File: src/hdl/ndif_pkg.sv
package ndif_pkg;

   // Default sizes
   localparam int PIT_ENTRIES_DEF     = 16;
   localparam int FACES_PER_ENTRY_DEF = 8;
   localparam int CACHE_ENTRIES_DEF   = 8;
   localparam int LOCAL_ENTRIES_DEF   = 8;
   localparam int PORTS_DEF           = 8;
   localparam int NAME_BITS_DEF       = 64;

   localparam logic [3:0] USER_PORT = 4'd8;

   // Commands
   localparam logic [2:0] CMD_INTEREST = 3'd0;
   localparam logic [2:0] CMD_OBJECT   = 3'd1;
   localparam logic [2:0] CMD_NOOBJECT = 3'd2;
   localparam logic [2:0] CMD_RETRIEVE = 3'd3;
   localparam logic [2:0] CMD_CREATE   = 3'd4;
   localparam logic [2:0] CMD_DELETE   = 3'd5;

   // Actions
   localparam logic [2:0] ACT_STATUS    = 3'd0;
   localparam logic [2:0] ACT_INTEREST  = 3'd1;
   localparam logic [2:0] ACT_OBJECT    = 3'd2;
   localparam logic [2:0] ACT_NOOBJECT  = 3'd3;
   localparam logic [2:0] ACT_DELIVER   = 3'd4;
   localparam logic [2:0] ACT_USER_NF   = 3'd5;

   // Status codes
   localparam logic [3:0] ST_OK        = 4'd0;
   localparam logic [3:0] ST_LOCAL     = 4'd1;
   localparam logic [3:0] ST_CACHE     = 4'd2;
   localparam logic [3:0] ST_FULL      = 4'd3;
   localparam logic [3:0] ST_ID_USED   = 4'd4;
   localparam logic [3:0] ST_NO_NET    = 4'd5;
   localparam logic [3:0] ST_NO_MATCH  = 4'd6;
   localparam logic [3:0] ST_DUPLICATE = 4'd7;
   localparam logic [3:0] ST_STORE_FUL = 4'd8;
   localparam logic [3:0] ST_NOT_FOUND = 4'd9;

   // Face states
   localparam logic [1:0] FS_NONE   = 2'd0;
   localparam logic [1:0] FS_RESP   = 2'd1;
   localparam logic [1:0] FS_WAIT   = 2'd2;
   localparam logic [1:0] FS_CLOSED = 2'd3;

   // Register indexes
   localparam logic CSR_NEIGHBOR = 1'b0;
   localparam logic CSR_NETWORK  = 1'b1;

   typedef struct packed {
      logic [2:0]  command;
      logic [2:0]  arrival_port;
      logic [7:0]  search_id;
      logic [63:0] name_key;
   } req_type;

   typedef struct packed {
      logic [2:0]  action;
      logic [3:0]  out_port;
      logic [7:0]  out_id;
      logic [63:0] out_name;
      logic [3:0]  status;
      logic        last;
   } rsp_type;

   typedef enum logic [3:0] {
      S_IDLE,
      S_LOC_SCAN,
      S_LOC_DONE,
      S_CACHE_SCAN,
      S_CACHE_DONE,
      S_PIT_SCAN,
      S_PIT_DONE,
      S_FACE_SCAN,
      S_FACE_DONE,
      S_FWD,
      S_RESULT
   } seq_state_type;

endpackage

File: src/hdl/ndif_ram.sv
module ndif_ram #(
   parameter int WIDTH = 8,
   parameter int DEPTH = 16,
   localparam int AW = (DEPTH > 1) ? $clog2(DEPTH) : 1
) (
   input  logic             clock,
   input  logic             wr_en,
   input  logic [AW-1:0]    wr_addr,
   input  logic [WIDTH-1:0] wr_data,
   input  logic             rd_en,
   input  logic [AW-1:0]    rd_addr,
   output logic [WIDTH-1:0] rd_data
);

   logic [WIDTH-1:0] mem_ff [DEPTH];

   // Write port and registered read port
   always_ff @(posedge clock) begin
      if (wr_en) begin
         mem_ff[wr_addr] <= wr_data;
      end
      if (rd_en) begin
         rd_data <= mem_ff[rd_addr];
      end
   end

endmodule

File: src/hdl/named_data_interest_forwarder_unit.sv
// Most commands scan, by their kind, some or all of the local store, the cache, the pending
// table and the faces of one entry through their RAMs, one entry a cycle.
// Throughput: one command at a time; the next is taken once the last result is queued.
// Forwarded interests leave one a cycle, paced by the result register.
// Reset (synchronous): clears all valid bits, face counts, the access clock and config.
module named_data_interest_forwarder_unit #(
   parameter int PIT_ENTRIES     = ndif_pkg::PIT_ENTRIES_DEF,
   parameter int FACES_PER_ENTRY = ndif_pkg::FACES_PER_ENTRY_DEF,
   parameter int CACHE_ENTRIES   = ndif_pkg::CACHE_ENTRIES_DEF,
   parameter int LOCAL_ENTRIES   = ndif_pkg::LOCAL_ENTRIES_DEF,
   parameter int PORTS           = ndif_pkg::PORTS_DEF,
   parameter int NAME_BITS       = ndif_pkg::NAME_BITS_DEF
) (
   input  logic             clock,
   input  logic             reset,
   input  logic             req_valid,
   output logic             req_stall,
   input  ndif_pkg::req_type req_data,
   output logic             rsp_valid,
   input  logic             rsp_stall,
   output ndif_pkg::rsp_type rsp_data,
   input  logic             csr_valid,
   output logic             csr_ready,
   input  logic             csr_index,
   input  logic [7:0]       csr_wdata
);

   import ndif_pkg::*;

   localparam int NB   = NAME_BITS;
   localparam int LAW  = (LOCAL_ENTRIES > 1) ? $clog2(LOCAL_ENTRIES) : 1;
   localparam int CAW  = (CACHE_ENTRIES > 1) ? $clog2(CACHE_ENTRIES) : 1;
   localparam int PAW  = $clog2(PIT_ENTRIES);
   localparam int FDEP = PIT_ENTRIES * FACES_PER_ENTRY;
   localparam int FMW  = $clog2(FDEP);
   localparam int FCW  = $clog2(FACES_PER_ENTRY + 1);
   localparam int M1   = (LOCAL_ENTRIES > CACHE_ENTRIES) ? LOCAL_ENTRIES : CACHE_ENTRIES;
   localparam int M2   = (PIT_ENTRIES > FACES_PER_ENTRY) ? PIT_ENTRIES : FACES_PER_ENTRY;
   localparam int SMAX = (M1 > M2) ? M1 : M2;
   localparam int CNTW = $clog2(SMAX + 1);

   // Configuration
   logic [7:0] neighbor_ff;
   logic       network_ff;

   // Sequencer
   seq_state_type state_ff, state_in;

   // Current command
   logic [2:0]    cmd_ff;
   logic [2:0]    port_ff;
   logic [7:0]    id_ff;
   logic [NB-1:0] name_ff;

   // Valid bits and counters
   logic             local_valid_ff [LOCAL_ENTRIES];
   logic             cache_valid_ff [CACHE_ENTRIES];
   logic             pit_valid_ff   [PIT_ENTRIES];
   logic [FCW-1:0]   face_count_ff  [PIT_ENTRIES];
   logic [31:0]      clock_cnt_ff;

   // Scan control
   logic [CNTW-1:0] cnt_ff, idx_ff, scan_lim;
   logic            chk_ff, scan_go, scanning, scan_end;

   // Scan findings
   logic           l_hit_ff, l_free_ff;
   logic [LAW-1:0] l_hidx_ff, l_fidx_ff;
   logic           c_hit_ff, c_free_ff;
   logic [CAW-1:0] c_hidx_ff, c_fidx_ff, c_midx_ff;
   logic [31:0]    c_mstamp_ff;
   logic           p_hit_ff, p_idm_ff, p_free_ff;
   logic [PAW-1:0] p_hidx_ff, p_fidx_ff;
   logic           f_pm_ff, f_wait_ff, f_resp_ff;
   logic [FCW-1:0] f_pmidx_ff;
   logic [3:0]     f_rport_ff;

   // Entry being worked on and forwarding
   logic [PAW-1:0] e_ff;
   logic [7:0]     fwd_ff;
   logic [FCW-1:0] fcnt_ff;

   // Staged single result
   logic [2:0] res_act_ff;
   logic [3:0] res_port_ff;
   logic [3:0] res_stat_ff;

   // Output register
   logic    rsp_vld_ff;
   rsp_type rsp_ff;
   logic    slot_free;

   // RAM ports
   logic                lr_en, cr_en, pr_en, fr_en;
   logic [NB-1:0]       l_rd;
   logic [NB+31:0]      c_rd;
   logic [NB+7:0]       p_rd;
   logic [5:0]          f_rd;
   logic                lw_en, cw_en, pw_en, fw_en;
   logic [LAW-1:0]      lw_idx;
   logic [CAW-1:0]      cw_idx;
   logic [PAW-1:0]      pw_idx;
   logic [FMW-1:0]      fw_addr, fr_addr;
   logic [5:0]          fw_data;

   // Other control from the sequencer
   logic           lv_wr, lv_val;
   logic [LAW-1:0] lv_idx;
   logic           pv_wr, pv_val;
   logic [PAW-1:0] pv_idx;
   logic           fc_wr;
   logic [PAW-1:0] fc_idx;
   logic [FCW-1:0] fc_val;
   logic           e_load;
   logic [PAW-1:0] e_in;
   logic           fwd_load;
   logic [7:0]     fwd_in;
   logic           fwd_step;
   logic           res_go;
   logic [2:0]     res_act_in;
   logic [3:0]     res_port_in;
   logic [3:0]     res_stat_in;
   logic           rsp_load;
   rsp_type        rsp_in;

   // Derived values
   logic [FCW-1:0] fcount_cur;
   logic [7:0]     fwd_port_mask, fwd_user_mask, fwd_rest;
   logic [2:0]     fwd_pick;
   logic           fwd_last;
   logic [CAW-1:0] c_ins_idx;

   function automatic logic [FMW-1:0] face_addr(logic [PAW-1:0] e, logic [FCW-1:0] i);
      return FMW'(FMW'(e) * FMW'(FACES_PER_ENTRY)) + FMW'(i);
   endfunction

   function automatic logic [7:0] fwd_mask(logic [7:0] nbr, logic [3:0] skip);
      logic [7:0] m;
      for (int i = 0; i < 8; i++) begin
         m[i] = nbr[i] && (i < PORTS) && (4'(i) != skip);
      end
      return m;
   endfunction

   // Memories
   ndif_ram #(.WIDTH(NB), .DEPTH(LOCAL_ENTRIES)) u_local_ram (
      .clock(clock), .wr_en(lw_en), .wr_addr(lw_idx), .wr_data(name_ff),
      .rd_en(lr_en), .rd_addr(cnt_ff[LAW-1:0]), .rd_data(l_rd));

   ndif_ram #(.WIDTH(NB + 32), .DEPTH(CACHE_ENTRIES)) u_cache_ram (
      .clock(clock), .wr_en(cw_en), .wr_addr(cw_idx),
      .wr_data({name_ff, clock_cnt_ff + 32'd1}),
      .rd_en(cr_en), .rd_addr(cnt_ff[CAW-1:0]), .rd_data(c_rd));

   ndif_ram #(.WIDTH(NB + 8), .DEPTH(PIT_ENTRIES)) u_pit_ram (
      .clock(clock), .wr_en(pw_en), .wr_addr(pw_idx), .wr_data({id_ff, name_ff}),
      .rd_en(pr_en), .rd_addr(cnt_ff[PAW-1:0]), .rd_data(p_rd));

   ndif_ram #(.WIDTH(6), .DEPTH(FDEP)) u_face_ram (
      .clock(clock), .wr_en(fw_en), .wr_addr(fw_addr), .wr_data(fw_data),
      .rd_en(fr_en), .rd_addr(fr_addr), .rd_data(f_rd));

   // Scan addressing
   assign fcount_cur = face_count_ff[e_ff];
   assign fr_addr    = face_addr(e_ff, FCW'(cnt_ff));
   assign scanning   = (state_ff == S_LOC_SCAN) || (state_ff == S_CACHE_SCAN) ||
                       (state_ff == S_PIT_SCAN) || (state_ff == S_FACE_SCAN);

   always_comb begin
      case (state_ff)
         S_LOC_SCAN:   scan_lim = CNTW'(LOCAL_ENTRIES);
         S_CACHE_SCAN: scan_lim = CNTW'(CACHE_ENTRIES);
         S_PIT_SCAN:   scan_lim = CNTW'(PIT_ENTRIES);
         default:      scan_lim = CNTW'(FACES_PER_ENTRY);
      endcase
   end

   assign scan_end = chk_ff && (idx_ff == scan_lim - CNTW'(1));
   assign lr_en = (state_ff == S_LOC_SCAN)   && (cnt_ff < scan_lim);
   assign cr_en = (state_ff == S_CACHE_SCAN) && (cnt_ff < scan_lim);
   assign pr_en = (state_ff == S_PIT_SCAN)   && (cnt_ff < scan_lim);
   assign fr_en = (state_ff == S_FACE_SCAN)  && (cnt_ff < scan_lim);

   // Forwarding helpers
   assign fwd_port_mask = fwd_mask(neighbor_ff, {1'b0, port_ff});
   assign fwd_user_mask = fwd_mask(neighbor_ff, USER_PORT);
   assign c_ins_idx     = c_free_ff ? c_fidx_ff : c_midx_ff;

   always_comb begin
      fwd_pick = 3'd0;
      for (int i = 7; i >= 0; i--) begin
         if (fwd_ff[i]) begin
            fwd_pick = 3'(i);
         end
      end
   end

   assign fwd_rest  = fwd_ff & ~(8'd1 << fwd_pick);
   assign fwd_last  = (fwd_rest == 8'd0) ||
                      (fcnt_ff + FCW'(1) == FCW'(FACES_PER_ENTRY));
   assign slot_free = !rsp_vld_ff || !rsp_stall;

   // Next state and control
   always_comb begin
      state_in    = state_ff;
      scan_go     = 1'b0;
      lw_en = 1'b0; lw_idx = l_fidx_ff;
      cw_en = 1'b0; cw_idx = c_hidx_ff;
      pw_en = 1'b0; pw_idx = p_fidx_ff;
      fw_en = 1'b0; fw_addr = face_addr(e_ff, f_pmidx_ff); fw_data = {1'b0, port_ff, FS_RESP};
      lv_wr = 1'b0; lv_idx = l_hidx_ff; lv_val = 1'b0;
      pv_wr = 1'b0; pv_idx = e_ff; pv_val = 1'b0;
      fc_wr = 1'b0; fc_idx = e_ff; fc_val = fcount_cur;
      e_load = 1'b0; e_in = p_hidx_ff;
      fwd_load = 1'b0; fwd_in = fwd_port_mask;
      fwd_step = 1'b0;
      res_go = 1'b0; res_act_in = ACT_STATUS; res_port_in = 4'd0; res_stat_in = ST_OK;
      rsp_load = 1'b0;
      rsp_in = '{action: res_act_ff, out_port: res_port_ff, out_id: id_ff,
                 out_name: 64'(name_ff), status: res_stat_ff, last: 1'b1};

      unique case (state_ff)
         S_IDLE: begin
            if (req_valid) begin
               // Decode the accepted transaction
               unique case (req_data.command)
                  CMD_INTEREST, CMD_CREATE, CMD_DELETE: begin
                     scan_go = 1'b1; state_in = S_LOC_SCAN;
                  end
                  CMD_RETRIEVE: begin
                     if (network_ff) begin
                        scan_go = 1'b1; state_in = S_LOC_SCAN;
                     end else begin
                        res_go = 1'b1; res_stat_in = ST_NO_NET; state_in = S_RESULT;
                     end
                  end
                  CMD_OBJECT, CMD_NOOBJECT: begin
                     scan_go = 1'b1; state_in = S_PIT_SCAN;
                  end
                  default: begin
                     res_go = 1'b1; state_in = S_RESULT;
                  end
               endcase
            end
         end

         S_LOC_SCAN:   if (scan_end) state_in = S_LOC_DONE;
         S_CACHE_SCAN: if (scan_end) state_in = S_CACHE_DONE;
         S_PIT_SCAN:   if (scan_end) state_in = S_PIT_DONE;
         S_FACE_SCAN:  if (scan_end) state_in = S_FACE_DONE;

         S_LOC_DONE: begin
            state_in = S_RESULT;
            res_go   = 1'b1;
            case (cmd_ff)
               CMD_INTEREST: begin
                  if (l_hit_ff) begin
                     res_act_in = ACT_OBJECT; res_port_in = {1'b0, port_ff};
                     res_stat_in = ST_LOCAL;
                  end else begin
                     res_go = 1'b0; scan_go = 1'b1; state_in = S_CACHE_SCAN;
                  end
               end
               CMD_RETRIEVE: begin
                  if (l_hit_ff) begin
                     res_stat_in = ST_LOCAL;
                  end else begin
                     res_go = 1'b0; scan_go = 1'b1; state_in = S_CACHE_SCAN;
                  end
               end
               CMD_CREATE: begin
                  if (l_hit_ff) begin
                     res_stat_in = ST_DUPLICATE;
                  end else if (l_free_ff) begin
                     lw_en = 1'b1; lv_wr = 1'b1; lv_idx = l_fidx_ff; lv_val = 1'b1;
                  end else begin
                     res_stat_in = ST_STORE_FUL;
                  end
               end
               default: begin
                  // Delete
                  if (l_hit_ff) begin
                     lv_wr = 1'b1;
                  end else begin
                     res_stat_in = ST_NOT_FOUND;
                  end
               end
            endcase
         end

         S_CACHE_DONE: begin
            if (c_hit_ff) begin
               cw_en = 1'b1;
            end
            case (cmd_ff)
               CMD_OBJECT: begin
                  if (!c_hit_ff) begin
                     cw_en = 1'b1; cw_idx = c_ins_idx;
                  end
                  scan_go = 1'b1; state_in = S_FACE_SCAN;
               end
               default: begin
                  if (c_hit_ff) begin
                     res_go = 1'b1; state_in = S_RESULT; res_stat_in = ST_CACHE;
                     if (cmd_ff == CMD_INTEREST) begin
                        res_act_in = ACT_OBJECT; res_port_in = {1'b0, port_ff};
                     end
                  end else begin
                     scan_go = 1'b1; state_in = S_PIT_SCAN;
                  end
               end
            endcase
         end

         S_PIT_DONE: begin
            case (cmd_ff)
               CMD_OBJECT, CMD_NOOBJECT: begin
                  if (!p_hit_ff) begin
                     res_go = 1'b1; res_stat_in = ST_NO_MATCH; state_in = S_RESULT;
                  end else begin
                     e_load = 1'b1; scan_go = 1'b1;
                     state_in = (cmd_ff == CMD_OBJECT) ? S_CACHE_SCAN : S_FACE_SCAN;
                  end
               end
               CMD_INTEREST: begin
                  if (p_hit_ff) begin
                     e_load = 1'b1; scan_go = 1'b1; state_in = S_FACE_SCAN;
                  end else if (!p_free_ff) begin
                     res_go = 1'b1; state_in = S_RESULT; res_stat_in = ST_FULL;
                     res_act_in = ACT_NOOBJECT; res_port_in = {1'b0, port_ff};
                  end else if (fwd_port_mask == 8'd0) begin
                     res_go = 1'b1; state_in = S_RESULT; res_stat_in = ST_NOT_FOUND;
                     res_act_in = ACT_NOOBJECT; res_port_in = {1'b0, port_ff};
                  end else begin
                     // Allocate the entry with the arrival port as response face
                     pw_en = 1'b1; pv_wr = 1'b1; pv_idx = p_fidx_ff; pv_val = 1'b1;
                     fw_en = 1'b1; fw_addr = face_addr(p_fidx_ff, FCW'(0));
                     fw_data = {1'b0, port_ff, FS_RESP};
                     fc_wr = 1'b1; fc_idx = p_fidx_ff; fc_val = FCW'(1);
                     e_load = 1'b1; e_in = p_fidx_ff;
                     fwd_load = 1'b1; fwd_in = fwd_port_mask;
                     state_in = S_FWD;
                  end
               end
               default: begin
                  // Retrieve
                  res_go = 1'b1; state_in = S_RESULT;
                  if (p_idm_ff) begin
                     res_stat_in = ST_ID_USED;
                  end else if (!p_free_ff) begin
                     res_stat_in = ST_FULL;
                  end else if (fwd_user_mask == 8'd0) begin
                     res_stat_in = ST_NOT_FOUND;
                  end else begin
                     res_go = 1'b0;
                     pw_en = 1'b1; pv_wr = 1'b1; pv_idx = p_fidx_ff; pv_val = 1'b1;
                     fw_en = 1'b1; fw_addr = face_addr(p_fidx_ff, FCW'(0));
                     fw_data = {USER_PORT, FS_RESP};
                     fc_wr = 1'b1; fc_idx = p_fidx_ff; fc_val = FCW'(1);
                     e_load = 1'b1; e_in = p_fidx_ff;
                     fwd_load = 1'b1; fwd_in = fwd_user_mask;
                     state_in = S_FWD;
                  end
               end
            endcase
         end

         S_FACE_DONE: begin
            res_go = 1'b1; state_in = S_RESULT;
            case (cmd_ff)
               CMD_INTEREST: begin
                  if (f_pm_ff) begin
                     fw_en = 1'b1;
                  end else if (fcount_cur < FCW'(FACES_PER_ENTRY)) begin
                     fw_en = 1'b1; fw_addr = face_addr(e_ff, fcount_cur);
                     fc_wr = 1'b1; fc_val = fcount_cur + FCW'(1);
                  end else begin
                     res_stat_in = ST_FULL;
                  end
               end
               CMD_OBJECT: begin
                  pv_wr = 1'b1;
                  if (f_resp_ff) begin
                     res_port_in = f_rport_ff;
                     res_act_in  = (f_rport_ff == USER_PORT) ? ACT_DELIVER : ACT_OBJECT;
                  end
               end
               default: begin
                  // Noobject: close the arrival face, answer once nobody waits
                  if (f_pm_ff) begin
                     fw_en = 1'b1; fw_data = {1'b0, port_ff, FS_CLOSED};
                  end
                  if (!f_wait_ff) begin
                     pv_wr = 1'b1;
                     if (f_resp_ff) begin
                        res_port_in = f_rport_ff;
                        res_act_in  = (f_rport_ff == USER_PORT) ? ACT_USER_NF : ACT_NOOBJECT;
                     end
                  end
               end
            endcase
         end

         S_FWD: begin
            if (slot_free) begin
               // Send one interest and record its waiting face
               fwd_step = 1'b1;
               fw_en = 1'b1; fw_addr = face_addr(e_ff, fcnt_ff);
               fw_data = {1'b0, fwd_pick, FS_WAIT};
               fc_wr = 1'b1; fc_val = fcnt_ff + FCW'(1);
               rsp_load = 1'b1;
               rsp_in = '{action: ACT_INTEREST, out_port: {1'b0, fwd_pick}, out_id: id_ff,
                          out_name: 64'(name_ff), status: ST_OK, last: fwd_last};
               if (fwd_last) begin
                  state_in = S_IDLE;
               end
            end
         end

         S_RESULT: begin
            if (slot_free) begin
               rsp_load = 1'b1;
               state_in = S_IDLE;
            end
         end

         default: state_in = S_IDLE;
      endcase
   end

   // Control registers
   always_ff @(posedge clock) begin
      if (reset) begin
         state_ff     <= S_IDLE;
         neighbor_ff  <= 8'd0;
         network_ff   <= 1'b0;
         rsp_vld_ff   <= 1'b0;
         clock_cnt_ff <= 32'd0;
         for (int i = 0; i < LOCAL_ENTRIES; i++) local_valid_ff[i] <= 1'b0;
         for (int i = 0; i < CACHE_ENTRIES; i++) cache_valid_ff[i] <= 1'b0;
         for (int i = 0; i < PIT_ENTRIES; i++) begin
            pit_valid_ff[i]  <= 1'b0;
            face_count_ff[i] <= '0;
         end
      end else begin
         state_ff <= state_in;
         if (csr_valid) begin
            if (csr_index == CSR_NEIGHBOR) begin
               neighbor_ff <= csr_wdata;
            end else begin
               network_ff <= csr_wdata[0];
            end
         end
         if (rsp_load) begin
            rsp_vld_ff <= 1'b1;
         end else if (!rsp_stall) begin
            rsp_vld_ff <= 1'b0;
         end
         if (cw_en) begin
            clock_cnt_ff           <= clock_cnt_ff + 32'd1;
            cache_valid_ff[cw_idx] <= 1'b1;
         end
         if (lv_wr) local_valid_ff[lv_idx] <= lv_val;
         if (pv_wr) pit_valid_ff[pv_idx]   <= pv_val;
         if (fc_wr) face_count_ff[fc_idx]  <= fc_val;
      end
   end

   // Datapath registers
   always_ff @(posedge clock) begin
      // Capture the command, name masked to its width
      if (state_ff == S_IDLE && req_valid) begin
         cmd_ff  <= req_data.command;
         port_ff <= req_data.arrival_port;
         id_ff   <= req_data.search_id;
         name_ff <= req_data.name_key[NB-1:0];
      end
      if (rsp_load) rsp_ff <= rsp_in;
      if (res_go) begin
         res_act_ff  <= res_act_in;
         res_port_ff <= res_port_in;
         res_stat_ff <= res_stat_in;
      end
      if (e_load) e_ff <= e_in;
      if (fwd_load) begin
         fwd_ff  <= fwd_in;
         fcnt_ff <= FCW'(1);
      end else if (fwd_step) begin
         fwd_ff  <= fwd_rest;
         fcnt_ff <= fcnt_ff + FCW'(1);
      end

      // Start a scan or advance it
      if (scan_go) begin
         cnt_ff <= '0; chk_ff <= 1'b0;
         l_hit_ff <= 1'b0; l_free_ff <= 1'b0;
         c_hit_ff <= 1'b0; c_free_ff <= 1'b0;
         p_hit_ff <= 1'b0; p_idm_ff <= 1'b0; p_free_ff <= 1'b0;
         f_pm_ff <= 1'b0; f_wait_ff <= 1'b0; f_resp_ff <= 1'b0;
      end else if (scanning) begin
         if (cnt_ff < scan_lim) cnt_ff <= cnt_ff + CNTW'(1);
         chk_ff <= (cnt_ff < scan_lim);
         idx_ff <= cnt_ff;
      end

      // Examine the entry read in the previous cycle
      if (!scan_go && chk_ff) begin
         case (state_ff)
            S_LOC_SCAN: begin
               if (local_valid_ff[idx_ff[LAW-1:0]]) begin
                  if (l_rd == name_ff && !l_hit_ff) begin
                     l_hit_ff <= 1'b1; l_hidx_ff <= idx_ff[LAW-1:0];
                  end
               end else if (!l_free_ff) begin
                  l_free_ff <= 1'b1; l_fidx_ff <= idx_ff[LAW-1:0];
               end
            end
            S_CACHE_SCAN: begin
               if (cache_valid_ff[idx_ff[CAW-1:0]]) begin
                  if (c_rd[NB+31:32] == name_ff && !c_hit_ff) begin
                     c_hit_ff <= 1'b1; c_hidx_ff <= idx_ff[CAW-1:0];
                  end
               end else if (!c_free_ff) begin
                  c_free_ff <= 1'b1; c_fidx_ff <= idx_ff[CAW-1:0];
               end
               if (idx_ff == '0 || c_rd[31:0] < c_mstamp_ff) begin
                  c_midx_ff <= idx_ff[CAW-1:0]; c_mstamp_ff <= c_rd[31:0];
               end
            end
            S_PIT_SCAN: begin
               if (pit_valid_ff[idx_ff[PAW-1:0]]) begin
                  if (p_rd[NB+7:NB] == id_ff) begin
                     p_idm_ff <= 1'b1;
                     if (p_rd[NB-1:0] == name_ff && !p_hit_ff) begin
                        p_hit_ff <= 1'b1; p_hidx_ff <= idx_ff[PAW-1:0];
                     end
                  end
               end else if (!p_free_ff) begin
                  p_free_ff <= 1'b1; p_fidx_ff <= idx_ff[PAW-1:0];
               end
            end
            S_FACE_SCAN: begin
               if (idx_ff < CNTW'(fcount_cur)) begin
                  if (!f_pm_ff && f_rd[5:2] == {1'b0, port_ff}) begin
                     f_pm_ff <= 1'b1; f_pmidx_ff <= FCW'(idx_ff);
                  end
                  // On a noobject the first face on the arrival port counts as closed
                  if (cmd_ff != CMD_NOOBJECT || f_pm_ff || f_rd[5:2] != {1'b0, port_ff}) begin
                     if (f_rd[1:0] == FS_WAIT) f_wait_ff <= 1'b1;
                     if (f_rd[1:0] == FS_RESP && !f_resp_ff) begin
                        f_resp_ff <= 1'b1; f_rport_ff <= f_rd[5:2];
                     end
                  end
               end
            end
            default: ;
         endcase
      end
   end

   assign req_stall = (state_ff != S_IDLE);
   assign rsp_valid = rsp_vld_ff;
   assign rsp_data  = rsp_ff;
   assign csr_ready = 1'b1;

endmodule
File: config.mk
export PLATFORM = sky130hd
export DESIGN_NAME = named_data_interest_forwarder_unit
export DESIGN_NICKNAME = d
export VERILOG_FILES = /design/src/hdl/ndif_pkg.sv /design/src/hdl/ndif_ram.sv /design/src/hdl/named_data_interest_forwarder_unit.sv
export SDC_FILE = /design/constraint.sdc
export NUM_CORES = 2
export LEC_CHECK = 0
export ABC_AREA = 0
export BUFFER_PORTS_ARGS = -buffer_cell sky130_fd_sc_hd__clkbuf_2
export CAP_MARGIN = 20
export CORE_ASPECT_RATIO = 0.5
export CORE_MARGIN = 4
export CORE_UTILIZATION = 50
export DETAILED_ROUTE_END_ITERATION = 12
export PLACE_DENSITY = 0.71
export SYNTH_ARGS = -nofsm -noshare
export SYNTH_HDL_FRONTEND = slang
export SYNTH_SLANG_ARGS = --single-unit
File: constraint.sdc
create_clock -name clock -period 16.7 [get_ports clock]
set_input_delay 2.505 -clock clock [delete_from_list [all_inputs] [get_ports clock]]
set_output_delay 2.505 -clock clock [all_outputs]
set_load 0.03 [all_outputs]
==> metrics <==
Post-synth EDFFs=3,779; initial core utilization=50.4%; Slew Limit Headroom=20.3%; wire length per cell=31.2 um; period utilisation layout=32.8%; Total Routing Usage GR=23.1%; yosys warns=0; Layout Nets=7,393; Final Util=56.3%; critical path data required time=17.20 ns; multi-input combinational cell area=33,100 um^2; Non-Filler Instances=11,500; main flop type after synthesis=edfxtp_1; CP endpoint kind=flop; First DRT Iteration DRCs=10,600; Worst EP arrival=5.97 ns; post-route ant nets=0; first-pass GRT wire length=521,000 um; Max clock buf depth=4; fmax=0.183 GHz; DP HPWL=202,000 um; synthesized area=150,000 um^2; crit-path max cell delay=1.05 ns; drt total wl=359,000 um; via count=72,900; total CTS buffers=334; async set-or-reset flop fraction in the synthesized netlist=0%; die area=309,000 um^2; clk_lat worst skew=0.91 ns; post-synthesis compound-gate area fraction=1.57%; peak supply drop=0.124 mV; Leak=51.9 nW; number of fill cells=21,300; CP max stage cell=nor3_1; fraction of the mapped netlist area in adder cells=0.398%; Post-Place Cells=10,900; Buf/Inv on CP=1; setup tns final=0 ns; Final setup violation count=0; Avg Vias per Cell=6.33; hold crit path type=reg -> reg; clock root cell=clkbuf_16; Area Overhead vs Synth=11.6%; Simple-Gate Fraction of Synth Area=2.78%; CTS tree=yes; most frequent cells in the layout=3,779 x edfxtp_1, 958 x mux4_2, 339 x clkbuf_16; I/O Buffers=177; total setup buffers inserted after CTS=0; Yosys reg bits=3,861; Worst Reg-to-Reg Cells=8; main combinational cell family by area after synthesis=multiplexers; CP max FO=16; clock transition at the registers of the reported paths=0.06 ns; Critical Path Start Type=input pin; Pwr Total=24.2 mW; xor and xnor area share after synthesis=1.25%; Reg-to-Reg Start=cmd_ff[0]; Top cell by count, worst path=o21ai_0; library cells used by synthesis=91; Slew @ Worst Pin=1.19 ns; hold slack=0.445 ns; register area=115,000 um^2; CP Cell Sequence=clkbuf_2, nand2_1, o21ai_0, o21ai_0, a31oi_1, or2_2, a21o_1, nand3_2, nor3_1; initial antenna violation count=8; Die Y=395 um; R2R setup slack=11.38 ns; leading cell type in the layout, fill and taps excluded=edfxtp_1; # resized after CTS=0; RePlAce Congestion=0.928; chip width=782 um; Syn Inst Count=6,851; Slew Limit Fails=0; residual DRC count=0; post-synthesis sequential area ratio=77.0%; Setup Skew=0.0828 ns; Crit path max-delay family=simple AND/OR/NAND/NOR gates; WHS Endpoint=c_mstamp_ff[0]; hold depth=0; Fin. Hold Viols=0; grt total ovfl=0; hold_buf cts=0; pwr dens=145 nW/um^2; layout cells sized above 1=28.0%; H-tree depth=5; syn nets=6,989; RR Endpoint=u_cache_ram.mem_ff[1][58]; num ports=179; vias in the first global route=71,900; share of synthesized area spent on multiplexers=15.9%; row count=141; crit path time final=5.47 ns; First-pass DRT Iterations=8; Avg Inst Size Synth=21.8 um^2; status=completed; kind of critical path=in -> reg; core area=297,000 um^2; CTS sink count=3,861; RSZ-0062 raised after global routing=no; Max Cap Viol=0; largest net degree at the start of global routing=149; Hold Startpoint=u_cache_ram.rd_data[0]
==> per-stage QoR <==
stage          setup WS, ns  cell area [um^2]
6_report              11.23            167000
2_1_floorplan          5.43            150000
5_1_grt               11.04            167000
4_1_cts               10.85            167000
3_5_place_dp          10.35            156000
3_3_place_gp          10.51            156000
==> how the worst max path moves through the flow <==
stage,depth (start not counted),endpoint,slack [ns],from
6_report,9,u_face_ram.mem_ff[11][0],11.23,rsp_stall
5_1_grt,6,u_pit_ram.rd_data[38],11.04,cnt_ff[0]
4_1_cts,6,u_pit_ram.rd_data[38],10.85,cnt_ff[0]
3_5_place_dp,9,u_face_ram.mem_ff[121][5],10.35,rsp_stall
3_3_place_gp,9,u_face_ram.mem_ff[49][2],10.51,rsp_stall
2_1_floorplan,7,u_face_ram.mem_ff[0][1],5.43,rsp_stall
==> cell usage after synthesis (all sizes together), types with 12 or more instances <==
| master | count | area (um^2) |
|---|---|---|
| a21o | 62 | 465 |
| a21oi | 51 | 282 |
| a221oi | 12 | 111 |
| a22o | 19 | 166 |
| and2 | 21 | 134 |
| and3 | 14 | 87.6 |
| buf | 129 | 557 |
| clkbuf | 199 | 747 |
| dfxtp | 82 | 1640 |
| edfxtp | 3779 | 113000 |
| ha | 46 | 576 |
| inv | 105 | 394 |
| mux2 | 174 | 1960 |
| mux2i | 26 | 260 |
| mux4 | 958 | 21600 |
| nand2 | 144 | 541 |
| nand2b | 21 | 131 |
| nand3 | 49 | 285 |
| nand4 | 47 | 300 |
| nor2 | 210 | 788 |
| nor2b | 15 | 93.8 |
| nor3 | 188 | 1100 |
| nor4 | 36 | 231 |
| o21ai | 57 | 285 |
| o22ai | 19 | 119 |
| o2bb2ai | 13 | 114 |
| or3 | 18 | 113 |
| xnor2 | 122 | 1070 |
| xor2 | 92 | 806 |
==> where the power goes <==
group	switching (mW)	internal (mW)	total, mW
Combinational	2.73	2.06	4.79
Clock	3.46	4.16	7.62
Sequential	0.280	11.5	11.7
Total	6.47	17.7	24.2
==> flip-flops by register name, indices dropped and copies added (netlist names), 8 cells and up, named ones only <==
name                 cells
u_local_ram.mem_ff     512
clock_cnt_ff            32
c_mstamp_ff             32
rsp_data                84
u_pit_ram.rd_data       72
u_cache_ram.rd_data     96
cache_valid_ff           8
u_pit_ram.mem_ff      1152
fwd_ff                   8
name_ff                 64
face_count_ff           64
id_ff                    8
u_local_ram.rd_data     64
local_valid_ff           8
fwd_user_mask            8
pit_valid_ff            16
u_face_ram.mem_ff      768
u_cache_ram.mem_ff     768
==> metal layers <==
| layer | track usage (%) | vias to the layer above | share of wire, % |
|---|---|---|---|
| met5 | 0 | - | 0.0078 |
| met3 | 5.42 | 603 | 11 |
| met2 | 34.9 | 4431 | 46 |
| met1 | 34.1 | 38400 | 40 |
| met4 | 6.59 | 4 | 3.1 |
| li1 | - | 29400 | - |
==> logic make-up after synthesis <==
family | Yosys count
fa+ha+maj | 48
flops | 3861
compound gates | 330
mux | 1158
other cells | 1
xor+xnor | 214
simple gates | 805
buf+inv | 434
==> worst register-to-register path, stage by stage (launching register included) <==
cell,delay (ns)
edfxtp_1,0.65
nor2b_1,0.31
nand2b_1,0.26
nor3_1,0.63
mux2i_1,0.51
nand2_1,0.23
nor2_4,0.67
buf_4,0.67
buf_4,0.93
==> final cells by class <==
type / instances / share of cell area (%)
inverters: 106 / 0.242
multi-input cells: 2556 / 19.9
diodes: 2 / 0.00300
clock buffers: 398 / 5.22
flip-flops and latches: 3861 / 69.0
clock inverters: 198 / 1.09
repair buffers: 396 / 1.60
well taps: 4004 / 3.00
Power figures use the tool's default switching activity.
